**src/sv/dllm_pkg.sv**
```systemverilog
// Shared types and constants of the doubly linked list manager.
package dllm_pkg;

	localparam int IDX_W    = 8;
	localparam int CNT_W    = 9;
	localparam int REQ_W    = 4;
	localparam int IDX_SPAN = 1 << IDX_W;

	localparam int S_DATA_W = 32;
	localparam int S_USER_W = REQ_W;
	localparam int M_DATA_W = 40;

	// Request payload positions in s_axis_tdata.
	localparam int S_NODE_LSB  = 0;
	localparam int S_REF_LSB   = S_NODE_LSB + IDX_W;
	localparam int S_COUNT_LSB = S_REF_LSB + IDX_W;

	// Result payload positions in m_axis_tdata.
	localparam int M_STATUS_BIT  = 0;
	localparam int M_FVALID_BIT  = 1;
	localparam int M_FOUND_LSB   = 2;
	localparam int M_COUNT_LSB   = M_FOUND_LSB + IDX_W;
	localparam int M_HVALID_BIT  = M_COUNT_LSB + CNT_W;
	localparam int M_HEAD_LSB    = M_HVALID_BIT + 1;
	localparam int M_TAIL_LSB    = M_HEAD_LSB + IDX_W;
	localparam int M_USED_W      = M_TAIL_LSB + IDX_W;

	typedef enum logic [REQ_W-1:0] {
		REQ_APPEND     = 4'd0,
		REQ_INS_HEAD   = 4'd1,
		REQ_INS_BEFORE = 4'd2,
		REQ_DELETE     = 4'd3,
		REQ_DEL_HEAD   = 4'd4,
		REQ_DEL_TAIL   = 4'd5,
		REQ_NEXT       = 4'd6,
		REQ_PREV       = 4'd7,
		REQ_CLEAR      = 4'd8,
		REQ_LOAD       = 4'd9
	} req_t;

	typedef enum logic [2:0] {
		ST_IDLE,
		ST_EXEC,
		ST_STEP2,
		ST_STEP3,
		ST_LOAD,
		ST_DONE
	} state_t;

	typedef enum logic [1:0] {
		RD_NODE,
		RD_REF,
		RD_HEAD,
		RD_TAIL
	} rd_sel_t;

	typedef enum logic [3:0] {
		W_NONE,
		W_APP_LINK,
		W_APP_NODE,
		W_INSH_LINK,
		W_INSH_NODE,
		W_INSB_NODE,
		W_INSB_LINK,
		W_UNLINK,
		W_FOUND_NEXT,
		W_FOUND_PREV,
		W_CLEAR,
		W_LOAD
	} wcmd_t;

	typedef struct packed {
		logic    capture;
		logic    rd_en;
		rd_sel_t rd_sel;
		wcmd_t   wcmd;
		logic    reject;
		logic    result_load;
	} ctrl_cmd_t;

	typedef struct packed {
		req_t op;
		logic empty;
		logic head_none;
		logic tail_none;
		logic load_done;
		logic out_free;
	} dp_stat_t;

endpackage

```
**src/sv/dllm_ctrl.sv**
```systemverilog
// Sequencing state machine of the doubly linked list manager.
module dllm_ctrl import dllm_pkg::*; (
	input  logic      clk,
	input  logic      arst_n,
	input  logic      s_valid,
	output logic      s_ready,
	input  dp_stat_t  stat,
	output ctrl_cmd_t cmd
);

	state_t state_q, state_d;

	always_ff @(posedge clk or negedge arst_n) begin
		if (!arst_n) begin
			state_q <= ST_IDLE;
		end else begin
			state_q <= state_d;
		end
	end

	always_comb begin
		state_d         = state_q;
		s_ready         = 1'b0;
		cmd.capture     = 1'b0;
		cmd.rd_en       = 1'b0;
		cmd.rd_sel      = RD_NODE;
		cmd.wcmd        = W_NONE;
		cmd.reject      = 1'b0;
		cmd.result_load = 1'b0;

		case (state_q)
			ST_IDLE: begin
				s_ready = 1'b1;
				if (s_valid) begin
					cmd.capture = 1'b1;
					state_d     = ST_EXEC;
				end
			end
			ST_EXEC: begin
				state_d = ST_STEP2;
				case (stat.op)
					REQ_APPEND:   cmd.wcmd = W_APP_LINK;
					REQ_INS_HEAD: cmd.wcmd = W_INSH_LINK;
					REQ_INS_BEFORE: begin
						if (stat.empty) begin
							cmd.reject = 1'b1;
							state_d    = ST_DONE;
						end else begin
							cmd.rd_en  = 1'b1;
							cmd.rd_sel = RD_REF;
						end
					end
					REQ_DELETE: begin
						if (stat.empty) begin
							cmd.reject = 1'b1;
							state_d    = ST_DONE;
						end else begin
							cmd.rd_en = 1'b1;
						end
					end
					REQ_DEL_HEAD: begin
						if (stat.empty || stat.head_none) begin
							cmd.reject = 1'b1;
							state_d    = ST_DONE;
						end else begin
							cmd.rd_en  = 1'b1;
							cmd.rd_sel = RD_HEAD;
						end
					end
					REQ_DEL_TAIL: begin
						if (stat.empty || stat.tail_none) begin
							cmd.reject = 1'b1;
							state_d    = ST_DONE;
						end else begin
							cmd.rd_en  = 1'b1;
							cmd.rd_sel = RD_TAIL;
						end
					end
					REQ_NEXT, REQ_PREV: cmd.rd_en = 1'b1;
					REQ_CLEAR: begin
						cmd.wcmd = W_CLEAR;
						state_d  = ST_DONE;
					end
					REQ_LOAD: begin
						cmd.wcmd = W_CLEAR;
						state_d  = ST_LOAD;
					end
					default: state_d = ST_DONE;
				endcase
			end
			ST_STEP2: begin
				state_d = ST_DONE;
				case (stat.op)
					REQ_APPEND:   cmd.wcmd = W_APP_NODE;
					REQ_INS_HEAD: cmd.wcmd = W_INSH_NODE;
					REQ_INS_BEFORE: begin
						cmd.wcmd = W_INSB_NODE;
						state_d  = ST_STEP3;
					end
					REQ_DELETE, REQ_DEL_HEAD, REQ_DEL_TAIL: cmd.wcmd = W_UNLINK;
					REQ_NEXT: cmd.wcmd = W_FOUND_NEXT;
					REQ_PREV: cmd.wcmd = W_FOUND_PREV;
					default:  cmd.wcmd = W_NONE;
				endcase
			end
			ST_STEP3: begin
				cmd.wcmd = W_INSB_LINK;
				state_d  = ST_DONE;
			end
			ST_LOAD: begin
				if (stat.load_done) begin
					state_d = ST_DONE;
				end else begin
					cmd.wcmd = W_LOAD;
				end
			end
			ST_DONE: begin
				if (stat.out_free) begin
					cmd.result_load = 1'b1;
					state_d         = ST_IDLE;
				end
			end
			default: state_d = ST_IDLE;
		endcase
	end

endmodule

```
**config.mk**
```make
export PLATFORM = sky130hd
export DESIGN_NAME = dllm_ctrl
export DESIGN_NICKNAME = d
export VERILOG_FILES = /design/src/sv/dllm_pkg.sv /design/src/sv/dllm_ctrl.sv
export SDC_FILE = /design/constraint.sdc
export NUM_CORES = 1
export LEC_CHECK = 0
export ABC_AREA = 1
export BUFFER_PORTS_ARGS = -buffer_cell sky130_fd_sc_hd__buf_2
export CORE_AREA = 2 2 39 41
export DETAILED_ROUTE_END_ITERATION = 8
export DIE_AREA = 0 0 41 43
export PLACE_DENSITY = 0.8
export REMOVE_ABC_BUFFERS = 1
export SETUP_SLACK_MARGIN = 0.5
export SYNTH_ARGS = -nofsm -noshare
export SYNTH_HDL_FRONTEND = slang
export SYNTH_SLANG_ARGS = --single-unit
```
**constraint.sdc**
```tcl
create_clock -name clk -period 1.9 [get_ports clk]
set_input_delay 0.38 -clock clk [delete_from_list [all_inputs] [get_ports clk]]
set_output_delay 0.38 -clock clk [all_outputs]
set_load 0.05 [all_outputs]
```
# After elaboration in Yosys (flattened, before gate mapping)
# Cells that the tools add are included.
# word_totals
in_bits	12
regBits	3
# op_classes
reduce_logical	10
n_eq_ne	17
n_mux	30
# op_table
cell	count
3-bit two-way mux	11
4-bit case mux with 6 select lines	1
3-bit case mux with 6 select lines	1
4-bit by 3-bit == test with 1-bit output, second input constant	4
4-bit case mux with 4 select lines	1
3-bit case mux with 5 select lines	1
4-bit case mux with 3 select lines	1
1-bit two-way mux	10
4-bit by 2-bit == test with 1-bit output, second input constant	2
4-bit == test, second input constant	2
3-bit by 2-bit == test with 1-bit output, second input constant	2
3-bit == test, second input constant	2
2-bit != test, second input constant	3
2-bit case mux with 3 select lines	1
2-bit OR reduction	3
1-bit case mux with 5 select lines	1
4-bit by 1-bit == test with 1-bit output, second input constant	1
4-bit logical NOT	1
4-bit two-way mux	1
4-bit OR reduction	1
3-bit by 1-bit == test with 1-bit output, second input constant	1
3-bit logical NOT	1
1-bit case mux with 3 select lines	1
3-bit AND reduction	1
other kinds (2)	3

# Logic depth before layout (Yosys ltp)
# depth
word_depth	4
depth_mapped	9
depth_no_buf	9

# Worst setup path before layout
# OpenSTA, ideal clock, no wires.
# synth_timing
path_type	register to output
from	register state_q[0]
to	output cmd[9] (netlist name)
path_slack_ns	-0.514
arrival_time_ns	2.034
path_stages_with_launch	3
path_buffers	1
path_cell_list	dfrtp_1 > buf_6 > nor4_1
# synth_lines
element	line_no	rtl
from (decl)	dllm_ctrl.sv:11	state_t state_q, state_d;
from (signal assigned)	dllm_ctrl.sv:17	state_q <= state_d;
to (decl)	dllm_ctrl.sv:8	output ctrl_cmd_t cmd

==> metrics.txt <==
Cells after Synth=101; clock-pin slew on the worst setup and hold paths=0.04 ns; Routed Antenna Nets=0; Util after Layout=0.7477; share of cells above drive strength 1=0.5342; cell family with the largest share of critical-path delay=simple AND/OR/NAND/NOR gates; Die Wd=41 µm; deepest clock path buffer count=2; H-tree levels=1; Seq cells post-synth=3; antenna violations before repair=0; Area Growth Syn to Fin=93.68%; Worst path slowest cell=dfrtp_2; cell depth of the worst flop-to-flop path=15; die area=0.001763 mm²; Starting Density=0.3861; critical path endpoint category=output pin; clk_lat worst skew=0.25 ns; WHS=0.4568 ns; Core Region=0.001384 mm²; clock root buffer=clkbuf_4; I/O Pins=23; synthesized area per cell=5.290 µm²; Pwr Total=1.445 mW; via count=795; final slew viol count=0; Final setup viols=0; Largest regs=state_q x3; Critical Path Source Type=flop; Die H=43 µm; largest net degree at the start of global routing=9; leakage power=0.5575 nW; Biggest register=state_q; TritonCTS buffer count=3; synthesized cell area=534.3 µm²; status=complete, no violations; crit path max fanout=4; largest family of logic cells by synthesized area=simple AND/OR/NAND/NOR gates; Std-Cell Rows=14; worst path required time=1.52 ns; final wirelength=2069 µm; first-pass GRT wire length=2918 µm; area of the multi-input gates=473.0 µm²; Max-slew headroom=0.8514; GPL Wtd Cong=0.8843; Peak VDD IR=0.0007157 V; vias in the first global route=744; max cap viols=0; Synth Warn #=0; most frequent cells in the layout=nand2_1, buf_6, buf_4, inv_1, buf_2; # DRC=0; Final TNS setup=0 ns; fillers=96; most common cell after layout, fill and taps aside=nand2_1; period utilisation layout=0.9765; Buf+Inv Stages, Crit Path=2; Worst Setup SP=state_q[0]$_DFFE_PN0P_; Setup Skew=0.004592 ns; diode count=0; GRT Residual Overflow=0; sequential share of the synthesized area=0.1405; Starting DRT DRC Count=14; r2r startpoint=state_q[1]$_DFFE_PN0P_; Hold Crit Class=in2async; Adder-Cell Fraction of Synth Area=0; Yosys cell types=21; WS Path Type=reg2out; mux share of post-synthesis cell area=0; Vias per Instance=4.907; GRT Resource Usage Total=0.2427; Pwr Density=1396 mW/mm²; post-synthesis compound-gate area fraction=0.1148; routed length per instance=12.77 µm; CP arrival=1.48 ns; simple-gate portion of the synthesized area=0.5878; RSZ-0062 raised after global routing=yes; Hold Vio Cnt, Final=0; CTS tree=built; Cell Chain, Critical Path=nor2_2 -> nand3b_1 -> o21ai_2 -> inv_2 -> nand4_1 -> buf_6; fin nets=159; highest clock rate=539.0 MHz; max reg flops=3; Worst-Margin Slew=0.2212 ns; crit-path max cell delay=0.44 ns; hpwl dp=1189 µm; Critical R2R Capture=state_q[2]$_DFFE_PN0P_; reg2reg setup slack=0.10 ns; Min Clock Period, post-route=1.855 ns; first-pass iteration count of the detailed router=4; I/O Buffers=22; sequential cell area=78.83 µm²; Clock Sinks=3; xor/xnor share of the synthesized area=0
## report_power, final
group / internal (mW) / switching, mW / total (mW) / leakage, nW
registers: 0.0974 / 0.0551 / 0.153 / 0.0338
logic: 0.498 / 0.669 / 1.17 / 0.509
clock network: 0.0795 / 0.0453 / 0.125 / 0.0150
## layout make-up
class	count	area share
clock buffers	4	0.02539
inverters	18	0.07255
multi-input cells	78	0.4571
flip-flops and latches	3	0.07618
well taps	16	0.01935
repair buffers	43	0.3495
## how the worst max path moves through the flow
stage | end | slack, ns | cells after the start
3_5_place_dp | cmd[8] | 0.14 | 7
3_3_place_gp | cmd[8] | 0.17 | 7
2_1_floorplan | cmd[9] | -0.49 | 1
4_1_cts | cmd[7] | 0.08 | 7
6_report | cmd[3] | 0.04 | 6
5_1_grt | cmd[3] | -0.006 | 6
## stage by stage
| stage | cell area (µm²) | std cells | setup slack (ns) |
|---|---|---|---|
| after CTS | 922.1 | 159 | 0.08145 |
| after global routing | 1035 | 162 | -0.006257 |
| after floorplan | 518.0 | 99 | -0.4882 |
| final | 1035 | 162 | 0.04466 |
| after detailed placement | 670.6 | 140 | 0.1420 |
| after global placement | 670.6 | 140 | 0.1677 |
## routing by layer
metal	share of wire	vias up	global-route usage
li1	-	410	-
met1	0.40	358	0.2404
met2	0.56	25	0.4656
met3	0.031	2	0.04712
met4	0.0092	0	0.06000
met5	0	-	0
## cells by family (layout without fill, tap and decap cells)
| logic type | Yosys count | after routing |
|---|---|---|
| and+or+nand+nor | 67 | 67 |
| buffers and inverters | 20 | 65 |
| AOI/OAI and AO/OA | 11 | 11 |
| DFF | 3 | 3 |
## Yosys cell counts
cell type | n | share of area
nand2_1 | 32 | 0.22
inv_1 | 14 | 0.098
nand3_1 | 10 | 0.094
nor2_1 | 10 | 0.070
nor2_2 | 5 | 0.059
inv_2 | 4 | 0.028
o21ai_1 | 4 | 0.037
a21oi_1 | 3 | 0.028
dfrtp_1 | 3 | 0.14
nand2_2 | 2 | 0.023
nor2_4 | 2 | 0.042
nor3_1 | 2 | 0.019
o21ai_0 | 2 | 0.019
a32oi_1 | 1 | 0.016
buf_2 | 1 | 0.0094
buf_6 | 1 | 0.021
nand3_2 | 1 | 0.019
nand3b_1 | 1 | 0.014
nand4_1 | 1 | 0.012
nor4_1 | 1 | 0.012
o31ai_1 | 1 | 0.014
## worst reg2reg max path, delay by kind of cell (launching register included)
kind	cells	cell delay [ns]
buffers and inverters	7	0.83
flip-flops	1	0.42
AND/OR/NAND/NOR	8	0.49
## what timing repair did
item	4_1_cts	5_1_grt
pin swaps	4	9
hold buffers	1	0
cloned	0	0
resized for setup	33	25
buffers inserted	14	3
endpoints found under the setup margin	11	13
hold endpoints to repair	3	0
No activity file was read; power rests on OpenSTA's default activity.
